File: src/lp5_pkg.sv
`default_nettype none
package lp5_pkg;

   localparam int CSR_INDEX_W = 8;
   localparam int CSR_DATA_W  = 16;
   localparam int CFG_ROWS_W  = 13;
   localparam int CFG_COLS_W  = 11;

   localparam logic [CSR_INDEX_W-1:0] CSR_FRAME_ROWS = 8'd0;
   localparam logic [CSR_INDEX_W-1:0] CSR_FRAME_COLS = 8'd1;

   localparam int OQ_DEPTH = 4;
   localparam int OQ_AW    = 2;
   localparam int OQ_CW    = 3;

   // position flags of one item, for its two possible results
   typedef struct packed {
      logic has_up;      // row above exists: emit its pixel
      logic up_border;   // that pixel is a border copy
      logic row_last;    // this item is in the last row: emit own copy
      logic frame_last;  // last item of the frame
   } lp5_pos_type;

endpackage
`default_nettype wire

File: src/lp5_ctrl.sv
`default_nettype none
module lp5_ctrl
   import lp5_pkg::*;
#(
   parameter int MAX_ROWS = 4096,
   parameter int MAX_COLS = 1024,
   parameter int ROW_W    = 12,
   parameter int COL_W    = 10
) (
   input  wire logic                   clock,
   input  wire logic                   reset,
   input  wire logic                   step,
   input  wire logic                   csr_valid,
   input  wire logic [CSR_INDEX_W-1:0] csr_index,
   input  wire logic [CSR_DATA_W-1:0]  csr_wdata,
   output logic      [ROW_W-1:0]       row,
   output logic      [COL_W-1:0]       col,
   output lp5_pos_type                 pos
);

   localparam int RCFG_W = $clog2(MAX_ROWS + 1);
   localparam int CCFG_W = $clog2(MAX_COLS + 1);

   logic [RCFG_W-1:0] frame_rows_ff, frame_rows_in;
   logic [CCFG_W-1:0] frame_cols_ff, frame_cols_in;
   logic [ROW_W-1:0]  row_ff, row_in;
   logic [COL_W-1:0]  col_ff, col_in;
   logic [CFG_ROWS_W-1:0] rows_val;
   logic [CFG_COLS_W-1:0] cols_val;
   logic row_last, col_last;

   assign rows_val = csr_wdata[CFG_ROWS_W-1:0];
   assign cols_val = csr_wdata[CFG_COLS_W-1:0];

   assign row_last = (RCFG_W'(row_ff) + RCFG_W'(1)) == frame_rows_ff;
   assign col_last = (CCFG_W'(col_ff) + CCFG_W'(1)) == frame_cols_ff;

   always_comb begin
      frame_rows_in = frame_rows_ff;
      frame_cols_in = frame_cols_ff;
      row_in        = row_ff;
      col_in        = col_ff;
      if (csr_valid) begin
         case (csr_index)
            CSR_FRAME_ROWS: begin
               if (rows_val == '0) begin
                  frame_rows_in = RCFG_W'(1);
               end else if (int'(rows_val) > MAX_ROWS) begin
                  frame_rows_in = RCFG_W'(MAX_ROWS);
               end else begin
                  frame_rows_in = RCFG_W'(rows_val);
               end
            end
            CSR_FRAME_COLS: begin
               if (cols_val == '0) begin
                  frame_cols_in = CCFG_W'(1);
               end else if (int'(cols_val) > MAX_COLS) begin
                  frame_cols_in = CCFG_W'(MAX_COLS);
               end else begin
                  frame_cols_in = CCFG_W'(cols_val);
               end
            end
            default: begin
            end
         endcase
         row_in = '0;
         col_in = '0;
      end else if (step) begin
         if (col_last) begin
            col_in = '0;
            row_in = row_last ? '0 : row_ff + ROW_W'(1);
         end else begin
            col_in = col_ff + COL_W'(1);
         end
      end
   end

   always_ff @(posedge clock) begin
      if (reset) begin
         frame_rows_ff <= RCFG_W'(16);
         frame_cols_ff <= CCFG_W'(16);
         row_ff        <= '0;
         col_ff        <= '0;
      end else begin
         frame_rows_ff <= frame_rows_in;
         frame_cols_ff <= frame_cols_in;
         row_ff        <= row_in;
         col_ff        <= col_in;
      end
   end

   assign row = row_ff;
   assign col = col_ff;
   assign pos.has_up     = row_ff != '0;
   assign pos.up_border  = (row_ff == ROW_W'(1)) || (col_ff == '0) || col_last;
   assign pos.row_last   = row_last;
   assign pos.frame_last = row_last && col_last;

endmodule
`default_nettype wire

File: config.mk
export PLATFORM = sky130hd
export DESIGN_NAME = lp5_ctrl
export DESIGN_NICKNAME = d
export VERILOG_FILES = /design/src/lp5_pkg.sv /design/src/lp5_ctrl.sv
export SDC_FILE = /design/constraint.sdc
export NUM_CORES = 1
export LEC_CHECK = 0
export BUFFER_PORTS_ARGS = -buffer_cell sky130_fd_sc_hd__clkbuf_2
export CORE_MARGIN = 10
export CORE_UTILIZATION = 25
export DETAILED_ROUTE_END_ITERATION = 7
export PLACE_DENSITY = 0.4
export SETUP_SLACK_MARGIN = 0.02
export SKIP_LAST_GASP = 1
export SLEW_MARGIN = 20
export SYNTH_ARGS = -nofsm -noshare
export SYNTH_HDL_FRONTEND = slang
export SYNTH_SLANG_ARGS = --single-unit
File: constraint.sdc
create_clock -name clock -period 6.3 [get_ports clock]
set_clock_uncertainty 0.2 [all_clocks]
set_input_delay 1.26 -clock clock [delete_from_list [all_inputs] [get_ports clock]]
set_output_delay 1.26 -clock clock [all_outputs]
set_load 0.005 [all_outputs]
==> flow_summary.ini <==
[critical_path]
crit_buf_inv = 1
critPathLaunchType = flop
critPathKind = flop to output pin
required_ns = 4.84
cp_slowest_cell = or2_1
slowest_delay_ns = 0.57
critPathArrivalTime_ns = 3.45
reg2regPathDepth = 8
worstPathMaxFanout = 12
crit_path_cell_trace = ha_1 > nand3_1 > or3_1 > a22oi_1 > o2111ai_1 > or2_1 > nor2_1 > clkbuf_2
critPathCaptureType = output pin
r2r-start = col[0]
worst-path-stages = 8
cp_top_family = simple AND/OR/NAND/NOR gates
r2r_end = row[0]
r2r_slack_ns = 2.55

[hold_path]
hp-class = flop to flop
min_to = frame_rows_ff[0]
whs_path_depth = 2
min_from = frame_rows_ff[0]

[finish]
area.growth.synth_to_final_pct = 16.25
insertedDiodeCount = 0
design_area_sq_mm = 0.003366
drive_gt1_frac = 0.1576
nFillCells = 1251
layout.nets = 439

[yosys]
syn_area_sq_mm = 0.002895
syn_inst = 379
synth_top_area_cell = dfxtp_1
yosysSeqAreaShare = 0.3181
synth_warnings = 0
yosysMostFrequentCell = dfxtp_1
syn_nets = 412
synth_top_area_frac = 0.3181
synth_cell_type_count = 48
synth_edf_count = 0
avgSynthCellArea_sq_um = 7.639
synthFlopType = dfxtp_1
ys_seq_elements = 46
yosys-top-cells-count = 46 x dfxtp_1, 41 x nor2_1, 36 x nand3_1
synth_area_leaders = dfxtp_1 32%, nand3_1 6.2%, xnor2_1 5.7%
async_flop_share = 0

[power_and_ir_drop]
p_leak_nw = 1.214
ir_drop_uv = 80.73
p_per_area_mw_per_mm2 = 188.6

[sta]
fin_setup_tns_ns = 0
finalSetupViolCount = 0
fin_worst_hold_slack_ns = 0.2719
clock.fmax_mhz = 203.5
fin_crit_ns = 4.913
slew_viol_final = 0
fin_crit_sh = 0.7799
hold_viol = 0
tightest_slew_ns = 1.046
grt_setup_unrepaired = no
maxSlewHeadroom = 0.3019

[cts]
cts_hold_buffers = 0
cts_resized = 0
clk_pin_slew_worst_paths_ns = 0.06
ctsLongestPathBuffers = 2
cts-root-buf = clkbuf_16
tritoncts = done
htree_levels = 2
cts_setup_buffers = 0
cts_sinks = 46
numCtsBuffers = 5
clkLatencyLatePin_ns = 0.30

[grt]
gr-usage-all-layers = 0.1119
grt.overflow.total = 0
grt_pass1_wl_mm = 14.88
grt_max_degree = 27
grt_antenna_before_repair = 0
grt_pass1_vias = 2726

[route]
drtIter0Drc = 154
drt_drc_violations_left = 0
ant_nets = 0
vias = 2778
avgRoutedWirePerCell_um = 16.64
drt-total-wl_mm = 9.137
via_per_inst = 5.060
dr.pass1.iters = 4

[status]
status = finished, final reports clean

[floorplan]
start_util = 0.2546
core_sq_mm = 0.01137
die_x_um = 127.6
num_io_pins = 54
die_area_sq_mm = 0.01629
std_cell_rows = 39
die_y_um = 127.6

[placed_design]
port_buffers = 50
hpwlAfterDp_mm = 6.749
place.gp.congestion = 0.7818
placed_cell_area_sq_mm = 0.003197

[flow_run]
cap_violations = 0
-- power by group --
group / total, W / internal [W] / switching (W)
sequential: 0.000292 / 0.000291 / 0.00000109
clock: 0.000313 / 0.000196 / 0.000117
combinational: 0.0000297 / 0.0000109 / 0.0000188
-- flip-flops by register name, summed over array words and instances, names as in the netlist --
name           cells
frame_rows_ff     13
col               10
row               12
frame_cols_ff     11
-- layout by cell type, fill, tap and decap left out, drive strengths merged, types with 4 or more instances in the layout --
cell	n
nand3	36
nor2b	5
a22oi	12
mux2i	4
a21oi	17
nor4	7
or3	5
and3	7
o21ai	20
xor2	9
a31oi	11
clkbuf	56
inv	9
nand3b	6
nand4	8
or2	7
nor3	11
dfxtp	46
nor3b	10
xnor2	19
nand2	19
nor4b	5
ha	5
nor2	42
-- worst max-delay path by stage --
stage          startpoint  endpoint  slack (ns)
2_1_floorplan      row[0]    pos[1]        2.41
3_5_place_dp       col[0]    pos[0]        1.66
5_1_grt            col[0]    pos[0]        1.02
4_1_cts            col[0]    pos[0]        1.34
3_3_place_gp       col[0]    pos[0]        1.68
6_report           col[0]    pos[0]        1.39
-- layout make-up --
type | instances | area (sq um) | area share
multi-input cells | 294 | 1813 | 0.5387
inverters | 9 | 33.78 | 0.01004
flip-flops and latches | 46 | 920.9 | 0.2736
clock inverters | 1 | 30.03 | 0.008922
well taps | 143 | 178.9 | 0.05316
clock buffers | 6 | 138.9 | 0.04126
repair buffers | 50 | 250.2 | 0.07435
-- kinds of logic (layout without fill, tap and decap cells) --
group                      Yosys count  count (layout)  synth area share
AOI/OAI and AO/OA                   75              75            0.1638
muxes                                5               5           0.01772
DFF                                 46              46            0.3181
adders and majority gates            6               6           0.02506
buffers and inverters               39              66           0.05575
and+or+nand+nor                    180             180            0.3349
xor gates and xnor gates            28              28           0.08470
-- worst min-delay path: stages (launching register included) --
cell     delay, ns
dfxtp_1       0.32
nand2_1       0.05
a21oi_1       0.05
-- through the flow --
stage / total power, W / std cells / setup slack [ns] / utilization
after global placement: 0.0003290 / 542 / 1.683 / 0.2812
after detailed placement: 0.0003292 / 542 / 1.658 / 0.2812
final: 0.0006347 / 549 / 1.387 / 0.2960
after CTS: 0.0006451 / 549 / 1.340 / 0.2960
after global routing: 0.0006597 / 549 / 1.017 / 0.2960
after floorplan: 0.0003122 / 379 / 2.413 / -
-- metal layers --
| metal | share of wire | vias to the layer above | GRT usage |
|---|---|---|---|
| li1 | - | 1419 | - |
| met2 | 0.41 | 60 | 0.1605 |
| met4 | 0.016 | 0 | 0.03510 |
| met1 | 0.53 | 1288 | 0.1591 |
| met5 | 0 | - | 0 |
| met3 | 0.050 | 11 | 0.02812 |
Note: power is estimated with default switching activity, not from simulation.
