**src/lp5_pkg.sv**
```systemverilog
`default_nettype none
package lp5_pkg;

   localparam int CSR_INDEX_W = 8;
   localparam int CSR_DATA_W  = 16;
   localparam int CFG_ROWS_W  = 13;
   localparam int CFG_COLS_W  = 11;

   localparam logic [CSR_INDEX_W-1:0] CSR_FRAME_ROWS = 8'd0;
   localparam logic [CSR_INDEX_W-1:0] CSR_FRAME_COLS = 8'd1;

   localparam int OQ_DEPTH = 4;
   localparam int OQ_AW    = 2;
   localparam int OQ_CW    = 3;

   // position flags of one item, for its two possible results
   typedef struct packed {
      logic has_up;      // row above exists: emit its pixel
      logic up_border;   // that pixel is a border copy
      logic row_last;    // this item is in the last row: emit own copy
      logic frame_last;  // last item of the frame
   } lp5_pos_type;

endpackage
`default_nettype wire

```
**src/lp5_outq.sv**
```systemverilog
`default_nettype none
module lp5_outq
   import lp5_pkg::*;
#(
   parameter int W = 42
) (
   input  wire logic         clock,
   input  wire logic         reset,
   input  wire logic         push_a,
   input  wire logic [W-1:0] data_a,
   input  wire logic         push_b,
   input  wire logic [W-1:0] data_b,
   output logic              room2,
   output logic              out_valid,
   input  wire logic         out_ready,
   output logic      [W-1:0] out_data
);

   logic [W-1:0]     queue_ff [OQ_DEPTH];
   logic [OQ_AW-1:0] wr_ptr_ff, wr_ptr_in, rd_ptr_ff, rd_ptr_in, b_ptr;
   logic [OQ_CW-1:0] count_ff, count_in;
   logic             pop;

   assign pop       = out_valid && out_ready;
   assign b_ptr     = wr_ptr_ff + OQ_AW'(push_a);
   assign wr_ptr_in = b_ptr + OQ_AW'(push_b);
   assign rd_ptr_in = rd_ptr_ff + OQ_AW'(pop);
   assign count_in  = count_ff + OQ_CW'(push_a) + OQ_CW'(push_b) - OQ_CW'(pop);

   always_ff @(posedge clock) begin
      if (reset) begin
         wr_ptr_ff <= '0;
         rd_ptr_ff <= '0;
         count_ff  <= '0;
      end else begin
         wr_ptr_ff <= wr_ptr_in;
         rd_ptr_ff <= rd_ptr_in;
         count_ff  <= count_in;
      end
   end

   always_ff @(posedge clock) begin
      if (push_a) begin
         queue_ff[wr_ptr_ff] <= data_a;
      end
      if (push_b) begin
         queue_ff[b_ptr] <= data_b;
      end
   end

   assign room2     = count_ff <= OQ_CW'(OQ_DEPTH - 2);
   assign out_valid = count_ff != '0;
   assign out_data  = queue_ff[rd_ptr_ff];

endmodule
`default_nettype wire

```
**config.mk**
```make
export PLATFORM = sky130hd
export DESIGN_NAME = lp5_outq
export DESIGN_NICKNAME = d
export VERILOG_FILES = /design/src/lp5_pkg.sv /design/src/lp5_outq.sv
export SDC_FILE = /design/constraint.sdc
export NUM_CORES = 1
export LEC_CHECK = 0
export BUFFER_PORTS_ARGS = -buffer_cell sky130_fd_sc_hd__buf_4
export CORE_ASPECT_RATIO = 0.9
export CORE_MARGIN = 2
export CORE_UTILIZATION = 45
export DETAILED_ROUTE_END_ITERATION = 12
export PLACE_DENSITY = 0.74
export SYNTH_ARGS = -nofsm -noshare
export SYNTH_HDL_FRONTEND = slang
export SYNTH_SLANG_ARGS = --single-unit
```
**constraint.sdc**
```tcl
create_clock -name clock -period 4.2 [get_ports clock]
set_clock_uncertainty 0.15 [all_clocks]
set_input_delay 0.42 -clock clock [delete_from_list [all_inputs] [get_ports clock]]
set_output_delay 0.42 -clock clock [all_outputs]
set_load 0.005 [all_outputs]
```
==> impl_metrics.tcl, run 1 <==
set metrics [dict create \
    port_buffers 132 \
    routabilityCongestion 0.7443 \
    cap_violations 0 \
    critPathLaunchType "flip-flop" \
    syn_nets 547 \
    fp.dieH_um 134.2 \
    rsz0062_at_grt "false" \
    hold_viol 0 \
    status "finished clean" \
    yosys.area.top_type_share 0.5949 \
    cts_resized 0 \
    cts_buffers 17 \
    stdcell_area_sq_um 10400 \
    post_drt_via_cell_ratio 5.661 \
    final_common_cell "edfxtp_1" \
    min_period_ns 2.853 \
    cts_tree "done" \
    grt_overflow 0 \
    start_util 0.4607 \
    grt_pass1_vias 5127 \
    die_w_um 148.7 \
    die_area_sq_um 19960 \
    required_ns 3.63 \
    dp_hpwl_um 11600 \
    setup_violations 0 \
    holdCritPathClass "input port to flip-flop" \
    grt_util_met2 0.3050 \
    drt-total-wl_um 18660 \
    insertion_delay_ns 0.43 \
    finalWorstSetupSlack_ns 1.347 \
    drt_iter0_drc 345 \
    h-tree-depth 4 \
    fmax_mhz 350.5 \
    clk_pin_slew_worst_paths_ns 0.06 \
    layout.nets 681 \
    wire_per_inst_um 22.14 \
    antenna_found_initial 1 \
    grtUsageMet3 0.06735 \
    yosysWarnings 0 \
    ys_types 25 \
    power_leakage_uw 0.003585 \
    vias 4772 \
    endpoint_kind "output port" \
    criticalPathCategory "flip-flop to output port" \
    tns_ns 0 \
    dr.pass1.iters 4 \
    cts_root_buffer "clkbuf_16" \
    place_ws_ns 1.393 \
    grt.busiest_layer "met2" \
    numClockSinks 175 \
    grt_first_pass_wirelength_um 29030 \
    rows 47 \
    core_area_sq_um 18410 \
    grt_usage 0.1963 \
    syn_inst 451 \
    post-cts-setup-buffer-count 0 \
    grt_max_degree 44 \
    place_area_sq_um 9821 \
    ant_nets 0 \
    maxSlewHeadroom 0.3741 \
    areaGrowthSynthToFinish_pct 22.62 \
    yosysSeqAreaShare 0.6114 \
    synth.avg_cell_area_sq_um 18.80 \
    worstMarginPinSlew_ns 0.9389 \
    synth_top_area_cell "edfxtp_1" \
    syn_area_sq_um 8481 \
    worstPathArrival_ns 2.28 \
    finalCritPeriodShare 0.6794 \
    cts_max_path_buffers 2 \
    nFillCells 1412 \
    synth_area_leaders "edfxtp_1 (59%), mux2_2 (21%), mux4_2 (11%)" \
    ys_ff_latch 175 \
    postCtsHoldBufs 0 \
    layout-drive-gt1-share 0.6304 \
    io_pins 133 \
    worstPathMaxFanout 28 \
    drc 0 \
    final_cell_mix "edfxtp_1 (168), mux2_2 (158), buf_4 (135)" \
    ir_drop_mv 0.2690 \
    final-max-slew-violation-count 0 \
    use_met1 0.2674 \
    n_antenna_cell 0 \
    power_density_nw_per_um2 547.9 \
]
## stage by stage
stage | hold slack (ns) | cells | total power [uW] | utilization
after global routing | 0.06201 | 843 | 5963 | 0.5650
after CTS | 0.04928 | 843 | 5757 | 0.5650
after floorplan | 0.3416 | 451 | 3433 | -
after global placement | 0.4735 | 811 | 4154 | 0.5335
final | 0.06375 | 843 | 5697 | 0.5650
after detailed placement | 0.5065 | 811 | 4202 | 0.5335
## routing by layer
metal | up-vias | wire [um]
met2 | 168 | 8866
met4 | 2 | 167
met5 | - | 11
li1 | 2109 | -
met3 | 19 | 1677
met1 | 2474 | 7940
## layout make-up
type,instances,area (sq um),area share
Timing Repair Buffer,141,1134,0.1090
Tap cell,245,306.5,0.02948
Sequential cell,175,5190,0.4991
Clock buffer,18,429.2,0.04127
Clock inverter,14,148.9,0.01432
Inverter,6,22.52,0.002166
Multi-Input combinational cell,244,3168,0.3047
## flip-flops by register name (all words and copies together) (netlist names)
name	flops
queue_ff	168
count_ff	3
rd_ptr_ff	2
wr_ptr_ff	2
## Yosys cell counts (all sizes together)
master	n
clkbuf	6
mux4	42
fa	2
nand2	2
a21o	1
ha	5
o22ai	2
and2	1
nor2b	4
edfxtp	168
nand2b	2
dfxtp	7
mux2	168
a31o	2
xnor2	3
nor2	8
inv	6
buf	20
xor2	2
## critical path: stages, from the launching register on
cell and delay (ns):
dfxtp_2 0.89, buf_4 0.40, mux4_2 0.39, buf_4 0.16
## kinds of logic (layout without fill, tap and decap cells)
logic type,count (synthesis),count (layout),share of synthesized area
AND/OR/NAND/NOR,17,17,0.01107
flip-flops,175,175,0.6114
buffers and inverters,32,179,0.02036
XOR/XNOR,5,5,0.006050
multiplexers,210,210,0.3346
adder cells (fa/ha/maj),7,7,0.01210
AO/OA/AOI/OAI,5,5,0.004427
## power by group
group / total, uW / switching [uW] / leakage [uW] / internal (uW)
Sequential: 2510 / 204 / 0.00163 / 2300
Clock: 1560 / 639 / 0.000271 / 922
Combinational: 1630 / 686 / 0.00168 / 944
## final timing paths
kind / from / to / slack [ns] / cells past startpoint
setup / recovery: rd_ptr_ff[1] / out_data[14] / 1.35 / 3
hold / removal: reset / rd_ptr_ff[1] / 0.06 / 2
setup reg to reg: wr_ptr_ff[0] / queue_ff[2][28] / 1.64 / 5
hold reg to reg: count_ff[2] / count_ff[2] / 0.52 / 4
(Power assumes the default switching activity.)
==> run 2, diff against run 1 <==
==> constraint.sdc (replaced) <==
create_clock -name clock -period 2.8 [get_ports clock]
set_clock_uncertainty 0.15 [all_clocks]
set_input_delay 0.28 -clock clock [delete_from_list [all_inputs] [get_ports clock]]
set_output_delay 0.28 -clock clock [all_outputs]
set_load 0.005 [all_outputs]
==> run 2 against run 1 <==
Effect of this change: clock power increased by 33%; die area is the same; critical endpoint is now out_data[0]; combinational power up 61%; sequential power is 44% higher; global-route usage fell by 0.20 points; largest power group unchanged; utilization about the same; first-iteration DRC count decreased by 27%; largest cell class unchanged; power increased by 46%.
==> impl_metrics.tcl, run 2 (same netlist as run 1, synthesis figures left out) <==
set metrics [dict create \
    status "finished clean" \
    n_antenna_cell 0 \
    p_int_uw 6102 \
    power_switching_uw 2223 \
    place_ws_ns 0.3538 \
    maxSlewHeadroom 0.5587 \
    finalWorstSetupSlack_ns 0.3819 \
    start_util 0.4607 \
    rows 47 \
    post_drt_via_cell_ratio 5.518 \
    postCtsHoldBufs 1 \
    final_common_cell "edfxtp_1" \
    die_area_sq_um 19960 \
    fp.dieH_um 134.2 \
    cts_resized 0 \
    power.total_uw 8324 \
    fmax_mhz 413.5 \
    cts_max_path_buffers 2 \
    drc 0 \
    grt_first_pass_wirelength_um 28740 \
    highest_layer "met4" \
    wire_per_inst_um 21.64 \
    power_frac_seq 0.434 \
    h-tree-depth 4 \
    required_ns 2.37 \
    layout-drive-gt1-share 0.6302 \
    numClockSinks 175 \
    grt_overflow 0 \
    holdCritPathClass "input port to flip-flop" \
    post-cts-setup-buffer-count 0 \
    port_buffers 132 \
    endpoint_kind "output port" \
    wl_met2_um 9232 \
    place_inst 816 \
    clk_pin_slew_worst_paths_ns 0.06 \
    sw_frac_of_total 0.2670 \
    ir_drop_mv 0.4411 \
    wl_met3_um 1163 \
    grt_max_degree 43 \
    critPathLaunchType "flip-flop" \
    hold_viol 0 \
    wl_met1_um 7747 \
    worstPathMaxFanout 12 \
    grt_usage 0.1943 \
    core_area_sq_um 18410 \
    ant_nets 0 \
    layout.nets 687 \
    io_pins 133 \
    vias 4679 \
    pwr-share-clk 0.250 \
    top_regs "queue_ff x168, count_ff x3" \
    largest_reg_flops 168 \
    grt_pass1_vias 5341 \
    setup_violations 0 \
    worstMarginPinSlew_ns 0.6572 \
    drt_iter0_drc 252 \
    criticalPathCategory "flip-flop to output port" \
    hold_slack_ns 0.01948 \
    areaGrowthSynthToFinish_pct 22.68 \
    final_cell_mix "edfxtp_1 (168), mux2_2 (158), buf_4 (138)" \
    cts_root_buffer "clkbuf_16" \
    rsz0062_at_grt "false" \
    final-max-slew-violation-count 0 \
    finalCritPeriodShare 0.8636 \
    die_w_um 148.7 \
    power_leakage_uw 0.003606 \
    dr.pass1.iters 4 \
    min_period_ns 2.418 \
    comb_power_share 0.316 \
    cts_tree "done" \
    utilization 0.5652 \
    largest_register "queue_ff" \
    insertion_delay_ns 0.42 \
    finalNonFillerCells 848 \
    cap_violations 0 \
    worstPathArrival_ns 1.99 \
    routabilityCongestion 0.7527 \
    cts_buffers 17 \
    drt-total-wl_um 18350 \
    power_density_nw_per_um2 800.1 \
    antenna_found_initial 0 \
    dp_hpwl_um 11330 \
]
==> run 2: path summary, 6_finish.rpt <==
path	cells past startpoint	slack, ns	end	from
worst max-delay path	3	0.38	out_data[0]	rd_ptr_ff[0]
worst min-delay path	2	0.02	queue_ff[0][36]	data_a[36]
worst max register to register	6	0.47	queue_ff[3][18]	wr_ptr_ff[0]
worst min register to register	4	0.50	count_ff[2]	count_ff[2]
==> run 2: per-stage QoR <==
step / TNS, ns / cell area (sq um)
2_1_floorplan: -54.06 / 8481
3_3_place_gp: 0 / 9883
3_5_place_dp: 0 / 9883
4_1_cts: 0 / 10400
5_1_grt: 0 / 10400
6_report: 0 / 10400
==> run 2: routing by layer <==
layer,GRT usage,vias up
li1,-,2106
met1,0.2478,2423
met2,0.3295,132
met3,0.04762,18
met4,0.06138,0
met5,0,-
==> run 2: worst max-delay path: stages, from the launching register on <==
cell,delay [ns]
dfxtp_4,0.51
buf_4,0.31
mux4_2,0.58
buf_4,0.16
==> run 2: layout make-up <==
cell class	instances	area, sq um
fillers	1428	8003
flip-flops and latches	175	5190
multi-input cells	244	3168
repair buffers	147	1206
clock buffers	19	432.9
well taps	245	306.5
clock inverters	12	77.57
inverters	6	22.52
==> run 2: power by group through the flow <==
stage | combinational (uW) | sequential (uW) | clock, uW
4_1_cts | 2690 | 3620 | 2130
6_report | 2630 | 3610 | 2080
2_1_floorplan | 1560 | 3590 | 0
3_5_place_dp | 2680 | 3670 | 0
5_1_grt | 2840 | 3660 | 2240
3_3_place_gp | 2640 | 3640 | 0
